--- src/rtl/bounded_history_table_core_macros.svh ---
// ----------------------------------------------------------------------------
// bounded history table assertion macros
// shared concurrent assertion forms, sampled on clk_i, off during reset
// ----------------------------------------------------------------------------
`ifndef BOUNDED_HISTORY_TABLE_CORE_MACROS_SVH
`define BOUNDED_HISTORY_TABLE_CORE_MACROS_SVH

// same-cycle implication
`define BHT_ASSERT_IMP(lbl, ante, cons, msg) \
  lbl: assert property (@(posedge clk_i) disable iff (!rst_ni) (ante) |-> (cons)) \
    else $error(msg);

// next-cycle implication
`define BHT_ASSERT_NXT(lbl, ante, cons, msg) \
  lbl: assert property (@(posedge clk_i) disable iff (!rst_ni) (ante) |=> (cons)) \
    else $error(msg);

`endif

--- src/rtl/bht_pkg.sv ---
// ----------------------------------------------------------------------------
// bht_pkg
// types and constants shared by the bounded history table
// ----------------------------------------------------------------------------
`default_nettype none

package bht_pkg;

  localparam int unsigned DEPTH       = 16;
  localparam int unsigned ADDR_W      = (DEPTH > 1) ? $clog2(DEPTH) : 1;
  localparam int unsigned CNT_W       = $clog2(DEPTH + 1);
  localparam int unsigned LIM_W       = 5;
  localparam int unsigned FILL_W      = 5;
  localparam int unsigned DATA_W      = 32;
  localparam logic [LIM_W-1:0] LIMIT_RESET = LIM_W'(16);

  typedef enum logic [3:0] {
    OP_SERIAL      = 4'd0,
    OP_APPEND      = 4'd1,
    OP_APPEND_UNIQ = 4'd2,
    OP_EXISTS      = 4'd3,
    OP_COUNT       = 4'd4,
    OP_REM_ALL     = 4'd5,
    OP_REM_FIRST   = 4'd6,
    OP_REM_LAST    = 4'd7,
    OP_CLEAR       = 4'd8
  } bht_op_e;

  typedef enum logic [1:0] {
    ST_IDLE,
    ST_SCAN,
    ST_COMPACT
  } bht_state_e;

  typedef struct packed {
    logic [3:0]               op;
    logic signed [DATA_W-1:0] value;
  } bht_req_t;

  typedef struct packed {
    logic              hit;
    logic [DATA_W-1:0] result_value;
    logic [FILL_W-1:0] fill_count;
  } bht_rsp_t;

  typedef struct packed {
    logic              we;
    logic [ADDR_W-1:0] waddr;
    logic [DATA_W-1:0] wdata;
    logic [ADDR_W-1:0] raddr;
  } bht_ram_req_t;

endpackage

`default_nettype wire

--- src/rtl/bht_ram.sv ---
// ----------------------------------------------------------------------------
// bht_ram
// history store, one write and one registered read port
// ----------------------------------------------------------------------------
`default_nettype none

module bht_ram (
  input  wire logic                        clk_i,
  input  wire bht_pkg::bht_ram_req_t       req_i,
  output logic [bht_pkg::DATA_W-1:0]       rdata_o
);
  import bht_pkg::*;

  logic [DATA_W-1:0] mem_q [DEPTH];
  logic [DATA_W-1:0] rdata_q;

  always_ff @(posedge clk_i) begin
    if (req_i.we) begin
      mem_q[req_i.waddr] <= req_i.wdata;
    end
  end

  always_ff @(posedge clk_i) begin
    rdata_q <= mem_q[req_i.raddr];
  end

  assign rdata_o = rdata_q;

endmodule

`default_nettype wire

--- src/rtl/bht_ctrl.sv ---
// ----------------------------------------------------------------------------
// bht_ctrl
// request sequencer: scan pass for searches, compaction pass for removes and
// for appends into a full table, serial counter and fill count
// ----------------------------------------------------------------------------
`default_nettype none

module bht_ctrl (
  input  wire logic                          clk_i,
  input  wire logic                          rst_ni,
  input  wire logic                          start_i,
  input  wire bht_pkg::bht_req_t             req_i,
  input  wire logic [bht_pkg::CNT_W-1:0]     limit_i,
  output logic                               busy_o,
  output logic                               done_o,
  output bht_pkg::bht_rsp_t                  rsp_o,
  output bht_pkg::bht_ram_req_t              ram_req_o,
  input  wire logic [bht_pkg::DATA_W-1:0]    ram_rdata_i
);
  import bht_pkg::*;

  bht_state_e        state_q, state_d;
  logic [CNT_W-1:0]  held_q, held_d;
  logic [DATA_W-1:0] serial_q, serial_d;
  logic [3:0]        op_q, op_d;
  logic [DATA_W-1:0] val_q, val_d;
  logic [CNT_W-1:0]  rd_idx_q, rd_idx_d;
  logic [CNT_W-1:0]  wr_idx_q, wr_idx_d;
  logic              pend_q, pend_d;
  logic [ADDR_W-1:0] tag_q, tag_d;
  logic [CNT_W-1:0]  cnt_q, cnt_d;
  logic [ADDR_W-1:0] first_q, first_d;
  logic [ADDR_W-1:0] last_q, last_d;
  logic              done_q, done_d;
  bht_rsp_t          rsp_q, rsp_d;
  logic              match;
  logic              keep;
  logic              walk_end;

  assign match    = (ram_rdata_i == val_q);
  assign walk_end = (rd_idx_q == held_q) && !pend_q;

  always_comb begin
    case (op_q)
      OP_APPEND, OP_APPEND_UNIQ: keep = (tag_q != '0) && (CNT_W'(tag_q) < limit_i);
      OP_REM_ALL:                keep = !match;
      OP_REM_FIRST:              keep = (tag_q != first_q);
      default:                   keep = (tag_q != last_q);
    endcase
  end

  always_ff @(posedge clk_i or negedge rst_ni) begin
    if (!rst_ni) begin
      state_q  <= ST_IDLE;
      held_q   <= '0;
      serial_q <= '0;
      pend_q   <= 1'b0;
      done_q   <= 1'b0;
    end else begin
      state_q  <= state_d;
      held_q   <= held_d;
      serial_q <= serial_d;
      pend_q   <= pend_d;
      done_q   <= done_d;
    end
  end

  always_ff @(posedge clk_i) begin
    op_q     <= op_d;
    val_q    <= val_d;
    rd_idx_q <= rd_idx_d;
    wr_idx_q <= wr_idx_d;
    tag_q    <= tag_d;
    cnt_q    <= cnt_d;
    first_q  <= first_d;
    last_q   <= last_d;
    rsp_q    <= rsp_d;
  end

  always_comb begin
    state_d   = state_q;
    held_d    = held_q;
    serial_d  = serial_q;
    op_d      = op_q;
    val_d     = val_q;
    rd_idx_d  = rd_idx_q;
    wr_idx_d  = wr_idx_q;
    pend_d    = 1'b0;
    tag_d     = tag_q;
    cnt_d     = cnt_q;
    first_d   = first_q;
    last_d    = last_q;
    done_d    = 1'b0;
    rsp_d     = rsp_q;

    ram_req_o.we    = 1'b0;
    ram_req_o.waddr = wr_idx_q[ADDR_W-1:0];
    ram_req_o.wdata = ram_rdata_i;
    ram_req_o.raddr = rd_idx_q[ADDR_W-1:0];

    case (state_q)
      ST_IDLE: begin
        if (start_i) begin
          op_d     = req_i.op;
          val_d    = req_i.value;
          cnt_d    = '0;
          rd_idx_d = '0;
          wr_idx_d = '0;
          done_d   = 1'b1;
          rsp_d.hit          = 1'b0;
          rsp_d.result_value = '0;
          rsp_d.fill_count   = FILL_W'(held_q);
          case (req_i.op)
            OP_SERIAL: begin
              serial_d           = serial_q + 1'b1;
              rsp_d.result_value = serial_q + 1'b1;
            end
            OP_CLEAR: begin
              held_d           = '0;
              serial_d         = '0;
              rsp_d.fill_count = '0;
            end
            OP_APPEND: begin
              if (limit_i != '0) begin
                if (held_q < limit_i) begin
                  ram_req_o.we     = 1'b1;
                  ram_req_o.waddr  = held_q[ADDR_W-1:0];
                  ram_req_o.wdata  = req_i.value;
                  held_d           = held_q + 1'b1;
                  rsp_d.fill_count = FILL_W'(held_q + 1'b1);
                end else begin
                  // full: drop the oldest while shifting down
                  done_d   = 1'b0;
                  state_d  = ST_COMPACT;
                  rd_idx_d = CNT_W'(1);
                end
              end
            end
            OP_APPEND_UNIQ, OP_EXISTS, OP_COUNT, OP_REM_ALL, OP_REM_FIRST,
            OP_REM_LAST: begin
              if (limit_i != '0) begin
                done_d  = 1'b0;
                state_d = ST_SCAN;
              end
            end
            default: ;
          endcase
        end
      end

      ST_SCAN: begin
        if (rd_idx_q < held_q) begin
          rd_idx_d = rd_idx_q + 1'b1;
          pend_d   = 1'b1;
          tag_d    = rd_idx_q[ADDR_W-1:0];
        end
        if (pend_q && match) begin
          cnt_d  = cnt_q + 1'b1;
          last_d = tag_q;
          if (cnt_q == '0) begin
            first_d = tag_q;
          end
        end
        if (walk_end) begin
          done_d             = 1'b1;
          state_d            = ST_IDLE;
          rsp_d.hit          = 1'b0;
          rsp_d.result_value = '0;
          rsp_d.fill_count   = FILL_W'(held_q);
          case (op_q)
            OP_APPEND_UNIQ: begin
              if (cnt_q == '0) begin
                rsp_d.hit = 1'b1;
                if (held_q < limit_i) begin
                  ram_req_o.we     = 1'b1;
                  ram_req_o.waddr  = held_q[ADDR_W-1:0];
                  ram_req_o.wdata  = val_q;
                  held_d           = held_q + 1'b1;
                  rsp_d.fill_count = FILL_W'(held_q + 1'b1);
                end else begin
                  done_d   = 1'b0;
                  state_d  = ST_COMPACT;
                  rd_idx_d = CNT_W'(1);
                  wr_idx_d = '0;
                end
              end
            end
            OP_EXISTS: rsp_d.hit = (cnt_q != '0);
            OP_COUNT:  rsp_d.result_value = DATA_W'(cnt_q);
            default: begin
              if (cnt_q != '0) begin
                // entries before the first match stay in place
                done_d   = 1'b0;
                state_d  = ST_COMPACT;
                rd_idx_d = CNT_W'(first_q);
                wr_idx_d = CNT_W'(first_q);
              end
            end
          endcase
        end
      end

      ST_COMPACT: begin
        if (rd_idx_q < held_q) begin
          rd_idx_d = rd_idx_q + 1'b1;
          pend_d   = 1'b1;
          tag_d    = rd_idx_q[ADDR_W-1:0];
        end
        if (pend_q && keep) begin
          ram_req_o.we = 1'b1;
          wr_idx_d     = wr_idx_q + 1'b1;
        end
        if (walk_end) begin
          done_d             = 1'b1;
          state_d            = ST_IDLE;
          rsp_d.result_value = '0;
          if (op_q == OP_APPEND || op_q == OP_APPEND_UNIQ) begin
            ram_req_o.we     = 1'b1;
            ram_req_o.wdata  = val_q;
            held_d           = wr_idx_q + 1'b1;
            rsp_d.hit        = (op_q == OP_APPEND_UNIQ);
            rsp_d.fill_count = FILL_W'(wr_idx_q + 1'b1);
          end else begin
            held_d           = wr_idx_q;
            rsp_d.hit        = 1'b1;
            rsp_d.fill_count = FILL_W'(wr_idx_q);
          end
        end
      end

      default: state_d = ST_IDLE;
    endcase
  end

  assign busy_o = (state_q != ST_IDLE);
  assign done_o = done_q;
  assign rsp_o  = rsp_q;

endmodule

`default_nettype wire

--- src/rtl/bounded_history_table_core.sv ---
// ----------------------------------------------------------------------------
// bounded_history_table_core
// ordered history of up to history_limit values with search, count, removal
// and a serial counter
// ----------------------------------------------------------------------------
// A request is taken when start_i is high and busy_o is low. When it is done,
// done_o is high for exactly one cycle with its result on rsp_o; the receiver
// cannot hold it off, and a new request may be taken in that same cycle. Next
// serial, clear, unknown codes, requests with a zero limit and an append below
// the limit answer on the following cycle. Exists and count walk the held
// entries through the single read port of the store, one per cycle. A remove
// that hits, and an append unique of an absent value into a full table, add a
// second walk that reads and rewrites each kept entry, and an append into a full
// table takes that walk alone. cfg_we_i writes the limit at once; change it only
// while the block is idle.
// ----------------------------------------------------------------------------
`default_nettype none

`include "bounded_history_table_core_macros.svh"

module bounded_history_table_core (
  input  wire logic                        clk_i,
  input  wire logic                        rst_ni,
  input  wire logic                        start_i,
  output logic                             busy_o,
  input  wire bht_pkg::bht_req_t           req_i,
  output logic                             done_o,
  output bht_pkg::bht_rsp_t                rsp_o,
  input  wire logic                        cfg_we_i,
  input  wire logic [bht_pkg::LIM_W-1:0]   cfg_data_i
);
  import bht_pkg::*;

  logic [LIM_W-1:0]  limit_q;
  logic [CNT_W-1:0]  limit_eff;
  bht_ram_req_t      ram_req;
  logic [DATA_W-1:0] ram_rdata;

  always_ff @(posedge clk_i or negedge rst_ni) begin
    if (!rst_ni) begin
      limit_q <= LIMIT_RESET;
    end else if (cfg_we_i) begin
      limit_q <= cfg_data_i;
    end
  end

  // limit saturates at the store depth
  always_comb begin
    if (32'(limit_q) > DEPTH) begin
      limit_eff = CNT_W'(DEPTH);
    end else begin
      limit_eff = CNT_W'(limit_q);
    end
  end

  bht_ctrl u_ctrl (
    .clk_i       (clk_i),
    .rst_ni      (rst_ni),
    .start_i     (start_i),
    .req_i       (req_i),
    .limit_i     (limit_eff),
    .busy_o      (busy_o),
    .done_o      (done_o),
    .rsp_o       (rsp_o),
    .ram_req_o   (ram_req),
    .ram_rdata_i (ram_rdata)
  );

  bht_ram u_ram (
    .clk_i   (clk_i),
    .req_i   (ram_req),
    .rdata_o (ram_rdata)
  );

  `BHT_ASSERT_IMP(a_done_when_idle, done_o, !busy_o, "result shown while busy")
  `BHT_ASSERT_NXT(a_busy_ends_in_result, busy_o, busy_o || done_o, "walk ended without result")
  `BHT_ASSERT_IMP(a_fill_in_range, done_o, 32'(rsp_o.fill_count) <= DEPTH, "fill above depth")
  `BHT_ASSERT_IMP(a_write_owned, ram_req.we, busy_o || start_i, "store written without request")

endmodule

`default_nettype wire
--- config.mk ---
export PLATFORM = sky130hd
export DESIGN_NAME = bounded_history_table_core
export DESIGN_NICKNAME = d
export VERILOG_FILES = /design/src/rtl/bht_pkg.sv /design/src/rtl/bht_ram.sv /design/src/rtl/bht_ctrl.sv /design/src/rtl/bounded_history_table_core.sv
export VERILOG_INCLUDE_DIRS = /design/src /design/src/rtl
export SDC_FILE = /design/constraint.sdc
export NUM_CORES = 1
export LEC_CHECK = 0
export BUFFER_PORTS_ARGS = -buffer_cell sky130_fd_sc_hd__buf_4
export CAP_MARGIN = 20
export CORE_ASPECT_RATIO = 1.75
export CORE_MARGIN = 5
export CORE_UTILIZATION = 38
export CTS_BUF_LIST = sky130_fd_sc_hd__clkbuf_8
export CTS_CLUSTER_DIAMETER = 150
export DETAILED_ROUTE_END_ITERATION = 10
export GPL_ROUTABILITY_DRIVEN = 1
export SYNTH_ARGS = -nofsm -noshare
export SYNTH_HDL_FRONTEND = slang
export SYNTH_SLANG_ARGS = --single-unit
--- constraint.sdc ---
create_clock -name clk_i -period 6 [get_ports clk_i]
set_input_delay 1.2 -clock clk_i [delete_from_list [all_inputs] [get_ports clk_i]]
set_output_delay 1.2 -clock clk_i [all_outputs]
set_load 0.02 [all_outputs]
==> After elaboration in Yosys (flattened, before gate mapping) <==
Memory sizes are Yosys's and may differ from the RTL's. A register that Yosys moved wholly into a read port is not among the register bits.
Index checks and enable logic that the tools add are counted.
{ "op_classes": {"n_eq_ne": 33, "reduce_logical": 31, "n_bitwise": 0, "order_cmp": 4, "mul": 0, "n_div": 0, "n_mux": 86, "n_shift": 0, "add_sub_neg": 5} }
{ "op_table": {"columns": ["op", "n"], "rows": [
  ["two-way mux 37 bit", 8],
  ["two-way mux 5 bit", 25],
  ["two-way mux 38 bit", 3],
  ["one-hot mux 38 bit (3 select lines)", 1],
  ["two-way mux 32 bit", 3],
  ["one-hot mux 32 bit (3 select lines)", 1],
  ["one-hot mux 32 bit (2 select lines)", 1],
  ["one-hot mux 5 bit (3 select lines)", 3],
  ["one-hot mux 5 bit (2 select lines)", 4],
  ["adder 32 x 1 -> 32 bit, second input constant", 1],
  ["== test 32 bit", 1],
  ["== test 4 x 3 -> 1 bit, second input constant", 7],
  ["adder 5 x 1 -> 5 bit, second input constant", 4],
  ["two-way mux 1 bit", 18],
  ["two-way mux 2 bit", 9],
  ["== test 4 x 2 -> 1 bit, second input constant", 4],
  ["less-than comparator 5 bit", 2],
  ["nonzero test 5 bit", 2],
  ["!= test 3 x 2 -> 1 bit, second input constant", 3],
  ["!= test 3 bit, second input constant", 3],
  ["one-hot mux 1 bit (3 select lines)", 3],
  ["AND reduction 3 bit", 3],
  ["== test 4 x 1 -> 1 bit, second input constant", 2],
  ["!= test 2 x 1 -> 1 bit, second input constant", 4],
  ["other kinds (28)", 44]
]} }
{ "totals": {"n_memories": 1, "latchBits": 0, "out_inout_bits": 40, "mem_bits_ro": 0, "input_bits": 45, "ramBits": 512, "elab_cells": 177, "ff_bits": 147} }
{ "mem_list": {"columns": ["memory", "words", "width", "read_ports", "rd_clocked_by_memory_dff", "write_ports", "line", "rtl"], "rows": [
  ["u_ram.mem_q", 16, 32, 1, 1, 1, "bht_ram.sv:14", "logic [DATA_W-1:0] mem_q [DEPTH];"]
]} }

==> Logic depth before layout (Yosys ltp) <==
{ "logic_depth": {"word_depth": 12, "mapped_depth": 13, "depth_no_buf": 10} }

==> Modules after synthesis <==
Synthesis repeated with hierarchy kept, for this count alone.
{ "unflattened": {"hier_cells": 1757, "area_unflattened_um2": 28858.9} }
{ "modules_own_cells": {"columns": ["module", "cells_per_inst", "seq_area_each_um2", "area_each_um2", "instances"], "rows": [
  ["bht_ram", 838, 16015.4, 19835.3, 1],
  ["bht_ctrl", 904, 4058.9, 8812.2, 1],
  ["bounded_history_table_core", 15, 126.4, 211.5, 1]
]} }

==> Least setup slack after synthesis <==
OpenSTA, ideal clock, no wires.
{ "synth_timing": {"kind": "input port to flip-flop", "from": "in start_i", "to": "mem u_ram.mem_q[7][0] (enable)", "path_buffers": 0, "setup_slack_ps": -566, "cell_stages": 7, "setup_time_ps": 502, "t_required_ps": 5498, "arrival_time_ps": 6064, "cell_sequence": "nand2_1 > inv_1 > nand3_2 > a21o_1 > o32a_1 > o31a_1 > nor4_1"} }
{ "synth_via": {"elab_chain_len": 4, "word_cells_on_any_way": 5, "classes_between": "mux: 5"} }
{ "synth_rtl": {"columns": ["item", "line", "rtl"], "rows": [
  ["start, declared", "bounded_history_table_core.sv:24", "input wire logic start_i,"],
  ["two-way mux 37 bit *", "bht_ctrl.sv:103", "if (start_i) begin"],
  ["one-hot mux 1 bit (3 select lines)", "bht_ctrl.sv:101", "case (state_q)"],
  ["two-way mux 1 bit", "bht_ram.sv:18", "if (req_i.we) begin"],
  ["two-way mux 1 bit (not written as such)", "bht_ram.sv:19", "mem_q[req_i.waddr] <= req_i.wdata;"],
  ["end, declared", "bht_ram.sv:14", null]
]} }
Every way passes the cells marked *; elsewhere a longest branch is shown, timed or not.

==> Final worst setup path <==
{ "layout_timing": {"from": "reg limit_q[4]", "to": "mem u_ram.mem_q[8][27] (enable)"} }
{ "layout_via": {"elab_chain_len": 12, "word_cells_on_any_way": 23, "classes_between": "order compare: 3; mux: 17; reduce/logical: 3"} }
{ "layout_rtl": {"columns": ["item", "line", "rtl"], "rows": [
  ["start, declared", "bounded_history_table_core.sv:34", "logic [LIM_W-1:0] limit_q;"],
  ["start signal, assigned", "bounded_history_table_core.sv:43", "limit_q <= cfg_data_i;"],
  ["> comparator 5 bit", "bounded_history_table_core.sv:49", "if (32'(limit_q) > DEPTH) begin"],
  ["two-way mux 5 bit *", "bounded_history_table_core.sv:49", null],
  ["less-than comparator 4 x 5 -> 1 bit", "bht_ctrl.sv:45", "OP_APPEND, OP_APPEND_UNIQ: keep = (tag_q != '0) && (CNT_W'(tag_q) < limit_i);"],
  ["logical AND 1 bit", "bht_ctrl.sv:45", null],
  ["one-hot mux 1 bit (3 select lines)", "bht_ctrl.sv:44", "case (op_q)"],
  ["logical AND 1 bit", "bht_ctrl.sv:209", "if (pend_q && keep) begin"],
  ["two-way mux 1 bit", "bht_ctrl.sv:209", null],
  ["two-way mux 1 bit", "bht_ctrl.sv:217", "if (op_q == OP_APPEND || op_q == OP_APPEND_UNIQ) begin"],
  ["two-way mux 1 bit", "bht_ctrl.sv:213", "if (walk_end) begin"],
  ["one-hot mux 1 bit (3 select lines)", "bht_ctrl.sv:101", null],
  ["two-way mux 1 bit", "bht_ram.sv:18", null],
  ["two-way mux 1 bit (not written as such)", "bht_ram.sv:19", null]
]} }
Marked as above.

==> impl_metrics.yaml <==
setup_path:
  crit_type: "flop to flop"
  worstPathRequired_ps: 6370
  cp-end-kind: "flop"
  startpoint: "limit_q[4]"
  arrival_ps: 5000
  r2r_start: "limit_q[4]"
  path_max_fanout: 32
  cp-start-kind: "flop"
cells_and_area:
  final_common_cell: "edfxtp_1"
  fillers: 6543
  final_cell_mix: "613 x edfxtp_1, 160 x mux4_2, 151 x buf_4"
  nNetsFinal: 1882
  stdcell_count: 2845
  syn_to_final_growth_pct: 14.6
  final_area_sq_um: 32800
  drive_gt1_frac: 0.262
clock_network:
  clkTransAtPathRegs_ps: 70
  clock_sink_count: 691
  cts_setup_buffers: 0
  insertion_delay_ps: 770
  cts_buffers: 99
  cts_tree: "built"
  cts_hold_buf: 0
  root_buffer: "clkbuf_8"
  max-clock-path-buffers: 3
  cts_resized: 0
  h-tree-depth: 3
sta:
  min_period_ps: 4640
  worst_slack_ps: 1360
  fin_crit_sh: 0.773
  drv_slew: 0
  rsz0062_at_grt: "no"
  hold_viol: 0
  holdWs_ps: 468
  fin_skew_ps: 39.7
  setup_viol: 0
  fmax_mhz: 216
  max-slew-margin-rel: 0.299
  worst_pin_slew_ps: 1050
placed_design:
  dpl_worst_slack_ps: 1280
  dpl_cell_area_sq_um: 30700
  port_buffers: 84
  dp_hpwl_microns: 40400
  dp_cells: 2656
  place_congestion: 0.869
yosys:
  ys.flop_type: "edfxtp_1"
  async_flop_share: 0.0666
  synth_cell_type_count: 77
  ys_warn_count: 0
  syn_area_per_cell_sq_um: 17.3
  synth_cells: 1655
  synth_edf_count: 613
  synth_nets: 1723
  yosysSeqAreaShare: 0.707
  ys_ff_latch: 691
  syn-cell-area_sq_um: 28600
drt:
  vias: 15600
  drt_iter0_drc: 1282
  route.detailed.drc: 0
  wire_per_inst_microns: 24.3
  routed_wl_microns: 69200
  detail-route-antenna-nets: 0
  firstDrtPassIters: 6
  vias_per_cell: 5.49
power_and_ir_drop:
  p_leak_nw: 11.0
  switchingPower_mw: 5.12
  p_sw_frac: 0.327
  power_frac_seq: 0.453
  clockPowerShare: 0.245
  peakVddDrop_uv: 211
  internal_power_mw: 10.5
  p_comb_frac: 0.302
  powerDensity_nw_per_um2: 478
global_route:
  grt_overflow: 0
  grt_use_total: 0.171
  grt_pass1_vias: 16400
  grt_pass1_wl_microns: 104000
  antenna_found_initial: 1
  grt_max_degree: 69
floorplan:
  rows: 133
  die_area_sq_um: 81000
  pin_count: 85
  die_h_microns: 373
  start_util: 0.382
  fp.dieW_microns: 217
  fp.coreArea_sq_um: 74900
run:
  maxCapViolCount: 0
run_status:
  status: "complete, no violations"
hold_path:
  hold_path_class: "input pin to async pin"
-- cells in the mapped netlist (6+ instances only) --
cell type  number  area, sq um
mux2_2          9          101
buf_1          18         67.6
nand2_1       111          417
a21o_1          8         60.1
o21ai_0        90          450
mux2i_1        15          150
a22oi_1        34          255
ha_1           23          288
clkbuf_1       64          240
and3_1          8         50.1
mux4_2        160         3600
nor4_1         18          113
edfxtp_1      613        18400
nand3_1        26          130
nand4_1        14         87.6
nor3_1         32          160
nor2_1         86          323
xnor2_1        25          219
dfxtp_1        32          641
buf_2           9         45.0
xor2_1         57          499
a21oi_1        34          170
o21a_1          6         45.0
dfrtp_1        45         1130
inv_1          27          101
-- power groups by stage --
stage / Sequential (mW) / Clock (mW) / Combinational, mW
final: 7.09 / 3.83 / 4.72
after global routing: 7.15 / 4.18 / 5.13
after detailed placement: 7.20 / 0 / 4.77
after floorplan: 7.24 / 0 / 2.95
after CTS: 7.10 / 3.96 / 4.78
after global placement: 7.20 / 0 / 4.60
-- worst max-delay path, cell delays in order, from the launching register on --
cell      delay (ps)
dfstp_2          380
inv_1            130
nand2_1          100
ha_1             200
or4b_4           510
a221oi_4         630
a41oi_1          340
or2_4            340
a22oi_4          530
nand2_1          290
nor3_2           180
buf_4            590
-- state kept, by name, summed over array words and instances (netlist names) --
signal           cells
u_ctrl.val_q        32
u_ctrl.pend_q        1
limit_q              5
u_ctrl.rsp_o        38
u_ram.rdata_o       32
u_ctrl.last_q        4
u_ctrl.first_q       4
u_ctrl.op_q          4
u_ctrl.wr_idx_q      5
u_ctrl.rd_idx_q      5
u_ram.mem_q        512
u_ctrl.done_o        1
u_ctrl.held_q        5
u_ctrl.state_q       2
u_ctrl.cnt_q         5
u_ctrl.serial_q     32
u_ctrl.tag_q         4
-- path summary, 6_finish.rpt --
kind | end | slack [ps] | cells past startpoint
max in group asynchronous | u_ctrl.serial_q[20] | 5030 | 1
max reg2reg | u_ram.mem_q[8][27] | 1360 | 11
min in group clk_i | u_ctrl.serial_q[1] | 540 | 2
max | u_ram.mem_q[8][27] | 1360 | 11
min reg2reg | u_ctrl.serial_q[1] | 540 | 2
min | limit_q[0] | 470 | 1
-- layout make-up --
class                      count  area, sq um  area share
multi-input combinational    842         8040       0.246
sequential                   691        20200       0.617
timing repair buffer         153         1180      0.0361
inverter                      27          101     0.00309
clock buffer                 109         1500      0.0458
tap                          945         1180      0.0361
antenna                        1         2.50   0.0000764
clock inverter                77          548      0.0167
-- cell families (layout without fill, tap and decap cells) --
kind of cell / Yosys count / after routing / share of synthesized area
DFF: 691 / 691 / 0.707
and+or+nand+nor: 325 / 325 / 0.0533
xor gates and xnor gates: 82 / 82 / 0.0251
adders and majority gates: 23 / 23 / 0.0101
buffers and inverters: 122 / 366 / 0.0172
AOI/OAI and AO/OA: 228 / 228 / 0.0529
other: 0 / 1 / 0
muxes: 184 / 184 / 0.135
-- metal layers --
| layer | vias to the layer above | wire length, microns | global-route usage |
|---|---|---|---|
| met5 | - | 0 | 0 |
| met4 | 0 | 2260 | 0.0663 |
| met3 | 131 | 3220 | 0.0303 |
| met2 | 476 | 37100 | 0.304 |
| met1 | 8105 | 26600 | 0.207 |
| li1 | 6915 | - | - |
-- per-stage QoR --
stage / TNS (ps) / total power [mW] / util
3_5_place_dp: 0 / 12.0 / 0.409
4_1_cts: 0 / 15.8 / 0.437
2_1_floorplan: -36190 / 10.2 / -
3_3_place_gp: 0 / 11.8 / 0.409
6_report: 0 / 15.6 / 0.437
5_1_grt: 0 / 16.5 / 0.437
Power figures use the tool's default switching activity.
